===== config.mk =====
export PLATFORM = sky130hd
export DESIGN_NAME = hex_register_frame_parser_flat
export DESIGN_NICKNAME = d
export VERILOG_FILES = /design/src/hdl/hrfp_pkg.sv /design/src/hdl/hrfp_if.sv /design/src/hdl/hex_register_frame_parser.sv /design/src/flat_wrapper.sv
export SDC_FILE = /design/constraint.sdc
export NUM_CORES = 1
export LEC_CHECK = 0
export BUFFER_PORTS_ARGS = -buffer_cell sky130_fd_sc_hd__buf_2
export CAP_MARGIN = 10
export CORE_AREA = 2 2 158 176
export DETAILED_ROUTE_END_ITERATION = 8
export DIE_AREA = 0 0 160 178
export PLACE_DENSITY = 0.51
export SETUP_SLACK_MARGIN = 0.1
export SYNTH_ARGS = -nofsm -noshare
export SYNTH_HDL_FRONTEND = slang
export SYNTH_SLANG_ARGS = --single-unit

===== constraint.sdc =====
create_clock -name clk -period 5.15 [get_ports clk]
set_clock_uncertainty 0.2 [all_clocks]
set_input_delay 1.2875 -clock clk [delete_from_list [all_inputs] [get_ports clk]]
set_output_delay 1.2875 -clock clk [all_outputs]
set_load 0.01 [all_outputs]

===== src/hdl/hrfp_pkg.sv =====
// Package: widths, byte codes, line layout and hex decode for the hex register frame parser.
`default_nettype none

package hrfp_pkg;

  localparam int ByteW = 8;
  localparam int RegW  = 16;
  localparam int DataW = 32;

  // Line layout
  localparam int LineLen   = 15;
  localparam int PosSat    = 16;
  localparam int PosW      = 5;
  localparam int IdxW      = 4;
  localparam int RegFirst  = 2;
  localparam int RegLast   = 5;
  localparam int DataFirst = 6;
  localparam int DataLast  = 13;

  // Byte codes
  localparam logic [ByteW-1:0] ByteCr   = 8'h0D;
  localparam logic [ByteW-1:0] ByteLf   = 8'h0A;
  localparam logic [ByteW-1:0] ByteStar = 8'h2A;
  localparam logic [ByteW-1:0] ByteD    = 8'h44;

  // Uppercase hex decode: bit 4 set means not a hex digit.
  function automatic logic [4:0] hex_value(input logic [ByteW-1:0] b);
    logic [4:0] v;
    v = 5'h10;
    if (b >= 8'h30 && b <= 8'h39) begin
      v = {1'b0, b[3:0]};
    end else if (b >= 8'h41 && b <= 8'h46) begin
      v = {1'b0, 4'(b[3:0] + 4'd9)};
    end
    return v;
  endfunction

endpackage

`default_nettype wire


===== src/hdl/hrfp_if.sv =====
// Interfaces: valid/ready channels for received bytes and parsed frames.
`default_nettype none

interface hrfp_in_if;
  import hrfp_pkg::*;
  logic             valid;
  logic             ready;
  logic [ByteW-1:0] rx_byte;

  modport source (output valid, output rx_byte, input ready);
  modport sink   (input valid, input rx_byte, output ready);
endinterface

interface hrfp_out_if;
  import hrfp_pkg::*;
  logic             valid;
  logic             ready;
  logic [RegW-1:0]  frame_register;
  logic [DataW-1:0] frame_data;
  logic             ready_now;

  modport source (output valid, output frame_register, output frame_data, output ready_now,
                  input ready);
  modport sink   (input valid, input frame_register, input frame_data, input ready_now,
                  output ready);
endinterface

`default_nettype wire


===== src/hdl/hex_register_frame_parser.sv =====
// Top level: hex register frame parser, one received byte per cycle while in_ch.ready is high.
//
//   channel  dir  word                                      role
//   in_ch    in   rx_byte[7:0]                              received serial byte
//   out_ch   out  frame_register[15:0], frame_data[31:0],   one parsed frame per new
//                 ready_now                                  "*D" line of 15 bytes
//
// One byte per cycle while in_ch.ready is high: the line state and the
// hex accumulators update at the accepting edge, a frame lands in the output register
// on the same edge as its carriage return.
// in_ch.ready is low only while a frame sits in the output register unaccepted.
// Reset (rst, synchronous) clears line state, ready flag and the output valid flag;
// the stored previous line is not cleared and is only compared after a full line.
`default_nettype none

module hex_register_frame_parser (
  input  logic             clk,
  input  logic             rst,
  hrfp_in_if.sink          in_ch,
  hrfp_out_if.source       out_ch
);
  import hrfp_pkg::*;

  // line state
  logic [PosW-1:0]  line_position;
  logic [ByteW-1:0] previous_line [LineLen];
  logic             previous_was_full;
  logic             same_as_previous;
  logic             header_matches;
  logic [RegW-1:0]  register_accum;
  logic             register_stopped;
  logic [DataW-1:0] data_accum;
  logic             data_stopped;
  logic             ready_flag;

  // output register
  logic             out_valid;
  logic [RegW-1:0]  out_register;
  logic [DataW-1:0] out_data;
  logic             out_ready_now;

  logic             accept;
  logic [ByteW-1:0] b;
  logic             is_cr;
  logic             is_lf;
  logic             in_line;
  logic [IdxW-1:0]  idx;
  logic [4:0]       hex;
  logic             hex_ok;
  logic             full;
  logic             emit;
  logic             ready_flag_next;
  logic             in_reg_field;
  logic             in_data_field;

  assign in_ch.ready = !out_valid || out_ch.ready;
  assign accept      = in_ch.valid && in_ch.ready;
  assign b           = in_ch.rx_byte;
  assign is_cr       = (b == ByteCr);
  assign is_lf       = (b == ByteLf);
  assign in_line     = (line_position < PosW'(LineLen));
  assign idx         = line_position[IdxW-1:0];
  assign hex         = hex_value(b);
  assign hex_ok      = !hex[4];

  assign in_reg_field  = (line_position >= PosW'(RegFirst)) && (line_position <= PosW'(RegLast));
  assign in_data_field = (line_position >= PosW'(DataFirst)) &&
                         (line_position <= PosW'(DataLast));

  // A line counts as a frame only at exactly 15 bytes, with the header, and when it
  // is not a repeat of the previous line when that line was full.
  assign full  = (line_position == PosW'(LineLen));
  assign emit  = full && header_matches && !(previous_was_full && same_as_previous);

  // Register 0 frames set the ready flag from the data word.
  assign ready_flag_next = (register_accum == '0) ? (data_accum != '0) : ready_flag;

  always_ff @(posedge clk) begin
    if (rst) begin
      line_position     <= '0;
      previous_was_full <= 1'b0;
      same_as_previous  <= 1'b1;
      header_matches    <= 1'b1;
      register_accum    <= '0;
      register_stopped  <= 1'b0;
      data_accum        <= '0;
      data_stopped      <= 1'b0;
      ready_flag        <= 1'b0;
      out_valid         <= 1'b0;
    end else begin
      // A new frame replaces the old one in the same cycle it is taken.
      if (accept && is_cr && emit) begin
        out_valid <= 1'b1;
      end else if (out_ch.ready) begin
        out_valid <= 1'b0;
      end
      if (accept && is_cr) begin
        previous_was_full <= full;
        line_position     <= '0;
        same_as_previous  <= 1'b1;
        header_matches    <= 1'b1;
        register_accum    <= '0;
        register_stopped  <= 1'b0;
        data_accum        <= '0;
        data_stopped      <= 1'b0;
        if (emit) begin
          ready_flag <= ready_flag_next;
        end
      end else if (accept && !is_lf) begin
        if (in_line) begin
          if (previous_line[idx] != b) begin
            same_as_previous <= 1'b0;
          end
          if (line_position == PosW'(0) && b != ByteStar) begin
            header_matches <= 1'b0;
          end
          if (line_position == PosW'(1) && b != ByteD) begin
            header_matches <= 1'b0;
          end
          if (in_reg_field && !register_stopped) begin
            if (hex_ok) begin
              register_accum <= {register_accum[RegW-5:0], hex[3:0]};
            end else begin
              register_stopped <= 1'b1;
            end
          end
          if (in_data_field && !data_stopped) begin
            if (hex_ok) begin
              data_accum <= {data_accum[DataW-5:0], hex[3:0]};
            end else begin
              data_stopped <= 1'b1;
            end
          end
        end
        if (line_position < PosW'(PosSat)) begin
          line_position <= line_position + PosW'(1);
        end
      end
    end
  end

  // Previous line store: overwritten in place, no reset.
  always_ff @(posedge clk) begin
    if (accept && !is_cr && !is_lf && in_line) begin
      previous_line[idx] <= b;
    end
  end

  // Result payload, loaded with the carriage return of a frame.
  always_ff @(posedge clk) begin
    if (accept && is_cr && emit) begin
      out_register  <= register_accum;
      out_data      <= data_accum;
      out_ready_now <= ready_flag_next;
    end
  end

  assign out_ch.valid          = out_valid;
  assign out_ch.frame_register = out_register;
  assign out_ch.frame_data     = out_data;
  assign out_ch.ready_now      = out_ready_now;

  // Position counter never passes its saturation value.
  a_pos_sat: assert property (@(posedge clk) disable iff (rst)
    line_position <= PosW'(PosSat))
    else $error("line position beyond saturation");

  // A carriage return always starts a fresh line.
  a_cr_clears: assert property (@(posedge clk) disable iff (rst)
    accept && is_cr |=> line_position == '0 && header_matches && same_as_previous)
    else $error("line state not cleared after carriage return");

  // Line feeds leave the line untouched.
  a_lf_ignored: assert property (@(posedge clk) disable iff (rst)
    accept && is_lf |=> $stable(line_position) && $stable(data_accum))
    else $error("line feed changed line state");

  // A new frame appears only after an accepted carriage return.
  a_frame_on_cr: assert property (@(posedge clk) disable iff (rst)
    $rose(out_valid) |-> $past(accept && is_cr))
    else $error("frame without carriage return");

  // Register 0 frames report the flag derived from their data.
  a_ready_reg0: assert property (@(posedge clk) disable iff (rst)
    out_valid && out_register == '0 |-> out_ready_now == (out_data != '0))
    else $error("ready flag mismatch on register 0 frame");

endmodule

`default_nettype wire


===== src/flat_wrapper.sv =====
// flat-port wrapper written by rule: the top's interface ports become plain ports
module hex_register_frame_parser_flat import hrfp_pkg::*;
  (clk, rst, in_ch_valid, in_ch_rx_byte, in_ch_ready, out_ch_valid, out_ch_frame_register, out_ch_frame_data, out_ch_ready_now, out_ch_ready);
  hrfp_in_if in_ch_i ();
  hrfp_out_if out_ch_i ();
  input  logic clk;
  input  logic rst;
  input wire logic [$bits(in_ch_i.valid)-1:0] in_ch_valid;
  input wire logic [$bits(in_ch_i.rx_byte)-1:0] in_ch_rx_byte;
  output wire logic [$bits(in_ch_i.ready)-1:0] in_ch_ready;
  output wire logic [$bits(out_ch_i.valid)-1:0] out_ch_valid;
  output wire logic [$bits(out_ch_i.frame_register)-1:0] out_ch_frame_register;
  output wire logic [$bits(out_ch_i.frame_data)-1:0] out_ch_frame_data;
  output wire logic [$bits(out_ch_i.ready_now)-1:0] out_ch_ready_now;
  input wire logic [$bits(out_ch_i.ready)-1:0] out_ch_ready;
  assign in_ch_i.valid = in_ch_valid;
  assign in_ch_i.rx_byte = in_ch_rx_byte;
  assign in_ch_ready = in_ch_i.ready;
  assign out_ch_valid = out_ch_i.valid;
  assign out_ch_frame_register = out_ch_i.frame_register;
  assign out_ch_frame_data = out_ch_i.frame_data;
  assign out_ch_ready_now = out_ch_i.ready_now;
  assign out_ch_i.ready = out_ch_ready;
  hex_register_frame_parser u_core (.clk(clk), .rst(rst), .in_ch(in_ch_i), .out_ch(out_ch_i));
endmodule

==> impl_metrics.py, run 1 <==
metrics = {
    "outcome": {
        "status": "finished clean",
    },
    "route": {
        "wl_per_cell_microns": 18.2,
        "finalWirelength_microns": 19400,
        "drt_iter0_drc": 373,
        "viasPerCell": 4.88,
        "drc_errors": 0,
        "vias": 5217,
        "dr.pass1.iters": 5,
        "ant_nets": 0,
    },
    "clocking": {
        "clk_latency_ns": 0.53,
        "postCtsSetupRepairBufs": 0,
        "cts_tree": "yes",
        "ctsResizeCount": 0,
        "htreeDepth": 1,
        "cts_made_buffers": 25,
        "clk_root_buffer_cell": "clkbuf_16",
        "hold_buffers": 0,
        "clockBufferDepth": 3,
        "clkTransAtPathRegs_ns": 0.06,
        "clock-sinks": 233,
    },
    "finish": {
        "multi_input_area_sq_mm": 0.00263,
        "regArea_sq_mm": 0.00636,
        "drive_gt1_share_pct": 22.4,
        "fill_cells": 2482,
        "diodes": 0,
        "area_growth_pct": 16.4,
        "final_common_cell": "edfxtp_1",
        "nNetsFinal": 713,
        "final_cell_mix": "169 x edfxtp_1, 76 x nor2_1, 64 x mux2i_1",
    },
    "pwr": {
        "power_switching_w": 0.000856,
        "pwr-share-comb_pct": 5.2,
        "cellLeakagePower_nw": 3.70,
        "clkPwrFrac_pct": 42.9,
        "internal_power_w": 0.00311,
        "sequentialPowerShare_pct": 51.9,
        "switching_share_pct": 21.6,
        "power_density_mw_per_mm2": 369,
        "peakVddDrop_mv": 0.234,
    },
    "logic_synthesis": {
        "syn_inst": 613,
        "synth_nets": 634,
        "netlist_area_sq_mm": 0.00923,
        "synth_ff_type": "edfxtp_1",
        "synthTopCellsByArea": "edfxtp_1 55%, dfxtp_1 14%, mux2i_1 6.9%",
        "yosys_register_bits": 233,
        "netlist-cell-type-count": 52,
        "avgSynthCellArea_sq_um": 15.1,
        "yosysTopAreaCellShare_pct": 55.0,
        "synth_edf_count": 169,
        "synthArstFlopShare_pct": 0,
        "ys_seq_area_share_pct": 68.9,
        "synth-warning-count": 0,
        "synth.largest_area_cell": "edfxtp_1",
    },
    "sta": {
        "setup_ws_ns": 1.31,
        "finalHoldViolCount": 0,
        "fin_crit_ns": 3.84,
        "worst_pin_slew_ns": 1.12,
        "setup_viol": 0,
        "timing.slew.headroom_pct": 25.4,
        "rsz0062_at_grt": "false",
        "finalCritPeriodShare_pct": 74.5,
        "max_freq_ghz": 0.261,
        "slew_violations": 0,
        "setup_tns_ns": 0,
    },
    "job": {
        "cap_violations": 0,
    },
    "critical_path": {
        "critPathRequiredTime_ns": 5.36,
        "r2r-end": "u_core.data_accum[24]",
        "timing.rr.start": "u_core.line_position[3]",
        "cp.arrival_ns": 4.04,
        "critPathLaunch": "in_ch_rx_byte[0]",
        "r2r_slack_ns": 2.11,
        "reg2reg_depth": 7,
        "start_kind": "primary input",
        "endpoint": "u_core.register_accum[15]",
        "worstSetupPathType": "in2reg",
        "worst-path-max-fanout": 18,
        "cp-end-kind": "register",
    },
    "hold_path": {
        "holdCritPathClass": "reg2reg",
    },
    "floorplanning": {
        "start_util_pct": 34.6,
        "rows": 63,
        "die_y_microns": 178,
        "die_area_sq_mm": 0.0285,
        "io_pins": 63,
        "coreArea_sq_mm": 0.0266,
        "die_x_microns": 160,
    },
    "global_routing": {
        "grt_max_degree": 46,
        "grt-ovfl-total": 0,
        "met1_usage_pct": 18.2,
        "gr-usage-met3_pct": 2.16,
        "grt_pass1_vias": 5340,
        "grt_pass1_wl_microns": 30200,
        "grt.met2_usage_pct": 22.8,
        "grtUsageTotal_pct": 13.7,
        "grt_antenna_before_repair": 0,
        "gr-max-usage-layer": "met2",
    },
    "place": {
        "gp_congestion": 0.807,
        "post-place-ws_ns": 0.795,
        "dp_hpwl_microns": 12500,
        "portBuffers": 62,
    },
}
[worst max-delay path, cell delays in order]
cell,delay (ns)
buf_2,0.09
inv_1,0.17
ha_1,0.27
nor2b_1,0.15
and4_4,0.23
or3_1,0.40
nor4_4,0.36
and2b_1,0.73
mux2i_1,0.28
nor2_1,0.07
[cell families after synthesis]
kind of cell | after synthesis | synth area share [%]
XOR/XNOR | 28 | 2.66
adder cells (fa/ha/maj) | 9 | 1.22
flip-flops | 233 | 68.9
buffers and inverters | 41 | 2.59
multiplexers | 85 | 12.1
AO/OA/AOI/OAI | 50 | 3.62
AND/OR/NAND/NOR | 167 | 8.96
[sequential cells by signal, indices dropped and copies added (netlist names), 5 cells and up, named ones only]
name,flops
u_core.data_accum,32
u_core.line_position,5
u_core.out_ch.frame_data,32
u_core.out_ch.frame_register,16
u_core.previous_line,120
u_core.register_accum,16
[cell type report]
type                       count  share of cell area [%]
sequential                   233                    59.2
inverter                       8                   0.279
clock inverter                 7                   0.477
timing repair buffer          85                    4.50
multi-input combinational    339                    24.5
tap                          357                    4.16
clock buffer                  39                    6.89
[worst min path at each step]
stage	start	cells past startpoint	endpoint
6_report	u_core.header_matches	2	u_core.header_matches
5_1_grt	u_core.data_accum[29]	0	u_core.out_ch.frame_data[29]
4_1_cts	u_core.header_matches	2	u_core.header_matches
3_5_place_dp	u_core.data_accum[29]	0	u_core.out_ch.frame_data[29]
3_3_place_gp	u_core.header_matches	2	u_core.header_matches
2_1_floorplan	u_core.data_accum[31]	0	u_core.out_ch.frame_data[31]
[cells in the mapped netlist, drive strengths merged, types with 9 or more instances]
cell type / n
a21oi: 9
buf: 18
clkbuf: 15
dfxtp: 64
edfxtp: 169
ha: 9
mux2i: 64
mux4: 21
nand2: 28
nor2: 82
nor3: 10
nor4: 17
o21ai: 15
xnor2: 18
xor2: 10
[power groups by stage]
stage | clock [W] | combinational [W] | sequential, W
after floorplan | 0 | 0.000166 | 0.00207
after global placement | 0 | 0.000207 | 0.00210
after detailed placement | 0 | 0.000208 | 0.00210
after CTS | 0.00175 | 0.000210 | 0.00206
after global routing | 0.00183 | 0.000226 | 0.00206
final | 0.00170 | 0.000207 | 0.00206
[metal layers]
metal | routed length (microns) | vias up
met5 | 0 | -
met4 | 620 | 0
met3 | 1100 | 47
met2 | 9160 | 161
met1 | 8560 | 2558
li1 | - | 2451
[metrics by stage]
step	cell area [sq um]	utilization (%)	hold slack [ns]	total power (W)	std cells
global route	10700	40.3	0.283	0.00412	1068
detailed placement	9950	37.4	0.252	0.00231	1022
CTS	10700	40.3	0.269	0.00402	1068
floorplan	9230	-	0.230	0.00224	613
finish	10700	40.3	0.263	0.00397	1068
global placement	9950	37.4	0.251	0.00231	1022
No activity file was read; power rests on OpenSTA's default activity.
==> run 2, diff against run 1 <==
- ABC_AREA: unset -> 1
- CORE_AREA: 2 2 158 176 -> 2 2 163 180
- DIE_AREA: 0 0 160 178 -> 0 0 165 182
- PLACE_DENSITY: 0.51 -> 0.52
- clock period: 5.15 -> 3.5 ns (I/O delays scaled with it)
==> impl_metrics.py, run 2 <==
metrics = {
    "floorplanning": {
        "rows": 65,
        "start_util_pct": 34.3,
        "coreArea_sq_mm": 0.0284,
        "die_area_sq_mm": 0.0300,
        "die_y_microns": 182,
        "io_pins": 63,
        "die_x_microns": 165,
    },
    "place": {
        "placedCellCount": 1400,
        "portBuffers": 62,
        "gp_congestion": 0.857,
        "dp_hpwl_microns": 14900,
    },
    "clocking": {
        "cts_tree": "yes",
        "ctsResizeCount": 0,
        "clk_latency_ns": 0.52,
        "hold_buffers": 0,
        "cts_made_buffers": 25,
        "clock-sinks": 233,
        "clkTransAtPathRegs_ns": 0.06,
        "clk_root_buffer_cell": "clkbuf_16",
        "postCtsSetupRepairBufs": 0,
        "htreeDepth": 1,
        "clockBufferDepth": 3,
    },
    "logic_synthesis": {
        "syn_inst": 975,
        "yosys_register_bits": 233,
        "synthTopCellsByCount": "258 x nand2_1, 169 x edfxtp_1, 129 x inv_1",
        "synth_nets": 996,
        "synth_edf_count": 169,
        "ys_seq_area_share_pct": 65.2,
        "yosysTopAreaCellShare_pct": 52.1,
        "yosysMostFrequentCell": "nand2_1",
        "synth_ff_type": "edfxtp_1",
        "synthTopCellsByArea": "edfxtp_1 52%, dfxtp_1 13%, nand2_1 9.9%",
        "synth-warning-count": 0,
        "netlist_area_sq_mm": 0.00974,
        "synth.largest_area_cell": "edfxtp_1",
        "avgSynthCellArea_sq_um": 9.99,
        "synthArstFlopShare_pct": 0,
        "netlist-cell-type-count": 38,
    },
    "hold_path": {
        "holdCritPathClass": "reg2reg",
    },
    "route": {
        "ant_nets": 0,
        "dr.pass1.iters": 6,
        "drc_errors": 0,
        "wl_per_cell_microns": 15.6,
        "vias": 6661,
        "drt_iter0_drc": 409,
        "finalWirelength_microns": 22600,
        "viasPerCell": 4.61,
    },
    "sta": {
        "slew_violations": 0,
        "rsz0062_at_grt": "false",
        "finalHoldViolCount": 0,
        "timing.slew.headroom_pct": 30.3,
        "fin_crit_ns": 2.54,
        "max_freq_ghz": 0.394,
        "finalCritPeriodShare_pct": 72.5,
        "worst_pin_slew_ns": 1.05,
        "setup_tns_ns": 0,
        "setup_viol": 0,
    },
    "critical_path": {
        "cp-end-kind": "register",
        "start_kind": "register",
        "critPathTopFamily": "simple AND/OR/NAND/NOR gates",
        "crit_path_top_delay_cell": "inv_2",
        "crit_top_cell": "nand2_1",
        "critPathRequiredTime_ns": 3.70,
        "slowest_delay_ns": 0.72,
        "cp.arrival_ns": 2.73,
        "worst-path-max-fanout": 54,
        "worstSetupPathType": "reg2reg",
        "cp_cell_sequence": "inv_2, nand2_1, nand3_1, nand3_1, nand3_1, nand3_1, nand2_1, inv_1, nand2_1, nor2_1, nand2_1, nand2_1, nand2_1, nand2_1",
        "cp.buffers_inverters": 2,
        "r2r_slack_ns": 0.96,
    },
    "pwr": {
        "power_density_mw_per_mm2": 539,
        "cellLeakagePower_nw": 4.76,
        "p_total_w": 0.00615,
        "peakVddDrop_mv": 0.332,
    },
    "finish": {
        "area_growth_pct": 17.2,
        "postLayoutCoreUtil_pct": 40.2,
        "final_cells": 1445,
        "nNetsFinal": 1080,
        "final_cell_mix": "258 x nand2_1, 169 x edfxtp_1, 129 x inv_1",
        "regMostFlops": "u_core.previous_line",
        "drive_gt1_share_pct": 15.1,
        "diodes": 0,
        "final_common_cell": "nand2_1",
        "largest_reg_flops": 120,
        "fill_cells": 2774,
    },
    "global_routing": {
        "grt_pass1_vias": 6588,
        "grt-ovfl-total": 0,
        "grtUsageTotal_pct": 15.3,
        "grt_antenna_before_repair": 0,
        "grt_pass1_wl_microns": 36000,
        "grt_max_degree": 61,
    },
    "outcome": {
        "status": "finished clean",
    },
    "job": {
        "cap_violations": 0,
    },
}
## run 2: changes by cell type after synthesis, moves of 18 or more
cell     change
a21oi_1     +35
inv_1      +121
mux2i_1     -64
mux4_2      -21
nand2_1    +230
nand3_1     +82
o21ai_1     +26
xnor2_1     -18
## run 2: power by group
| group | total, W | switching [W] | internal, W | leakage, nW |
|---|---|---|---|---|
| registers | 0.00299 | 0.0000133 | 0.00298 | 2.06 |
| clock network | 0.00276 | 0.00109 | 0.00167 | 0.425 |
| logic | 0.000407 | 0.000291 | 0.000117 | 2.28 |
| total | 0.00615 | 0.00139 | 0.00476 | 4.76 |
## run 2: final cells by class
cell class | instances | area [sq um] | area share (%)
clock buffer | 34 | 753 | 6.59
clock inverter | 11 | 126 | 1.11
inverter | 139 | 524 | 4.59
multi-input combinational | 564 | 2610 | 22.9
sequential | 233 | 6360 | 55.7
tap | 368 | 460 | 4.03
timing repair buffer | 96 | 591 | 5.17
## run 2: worst paths after layout
kind / start / to / cells past startpoint
setup / recovery: register / u_core.same_as_previous / 14
hold / removal: u_core.data_accum[29] / u_core.out_ch.frame_data[29] / 0
setup reg to reg: register / u_core.same_as_previous / 14
hold reg to reg: u_core.data_accum[29] / u_core.out_ch.frame_data[29] / 0
## run 2: per-layer routing
layer / routed length, microns / GRT usage, % / vias to the layer above
met5: 0 / 0 / -
met4: 603 / 4.56 / 0
met3: 983 / 2.47 / 46
met2: 10300 / 24.4 / 129
met1: 10700 / 21.4 / 3115
li1: - / - / 3371
## run 2: worst register-to-register path, stage by stage (launching register included)
cell	delay, ns
dfxtp_2	0.32
inv_2	0.72
nand2_1	0.19
nand3_1	0.13
nand3_1	0.17
nand3_1	0.17
nand3_1	0.08
nand2_1	0.07
inv_1	0.04
nand2_1	0.05
nor2_1	0.04
nand2_1	0.07
nand2_1	0.08
nand2_1	0.07
nand2_1	0.04
## run 2: logic make-up (layout without fill, tap and decap cells)
family          count (synthesis)  in the layout  synth area share, %
compound gates                 98             98                 5.38
xor+xnor                        2              2                0.180
fa+ha+maj                       9              9                 1.16
buf+inv                       178            280                 8.08
flops                         233            233                 65.2
simple gates                  455            455                 20.0
## run 2: stage by stage
stage               cell area, sq um  setup WS [ns]  hold WS, ns
floorplan                       9750          0.127        0.208
global placement               10500          0.479        0.215
detailed placement             10500          0.465        0.225
CTS                            11400          0.927        0.241
global route                   11400          0.690        0.257
finish                         11400          0.964        0.237
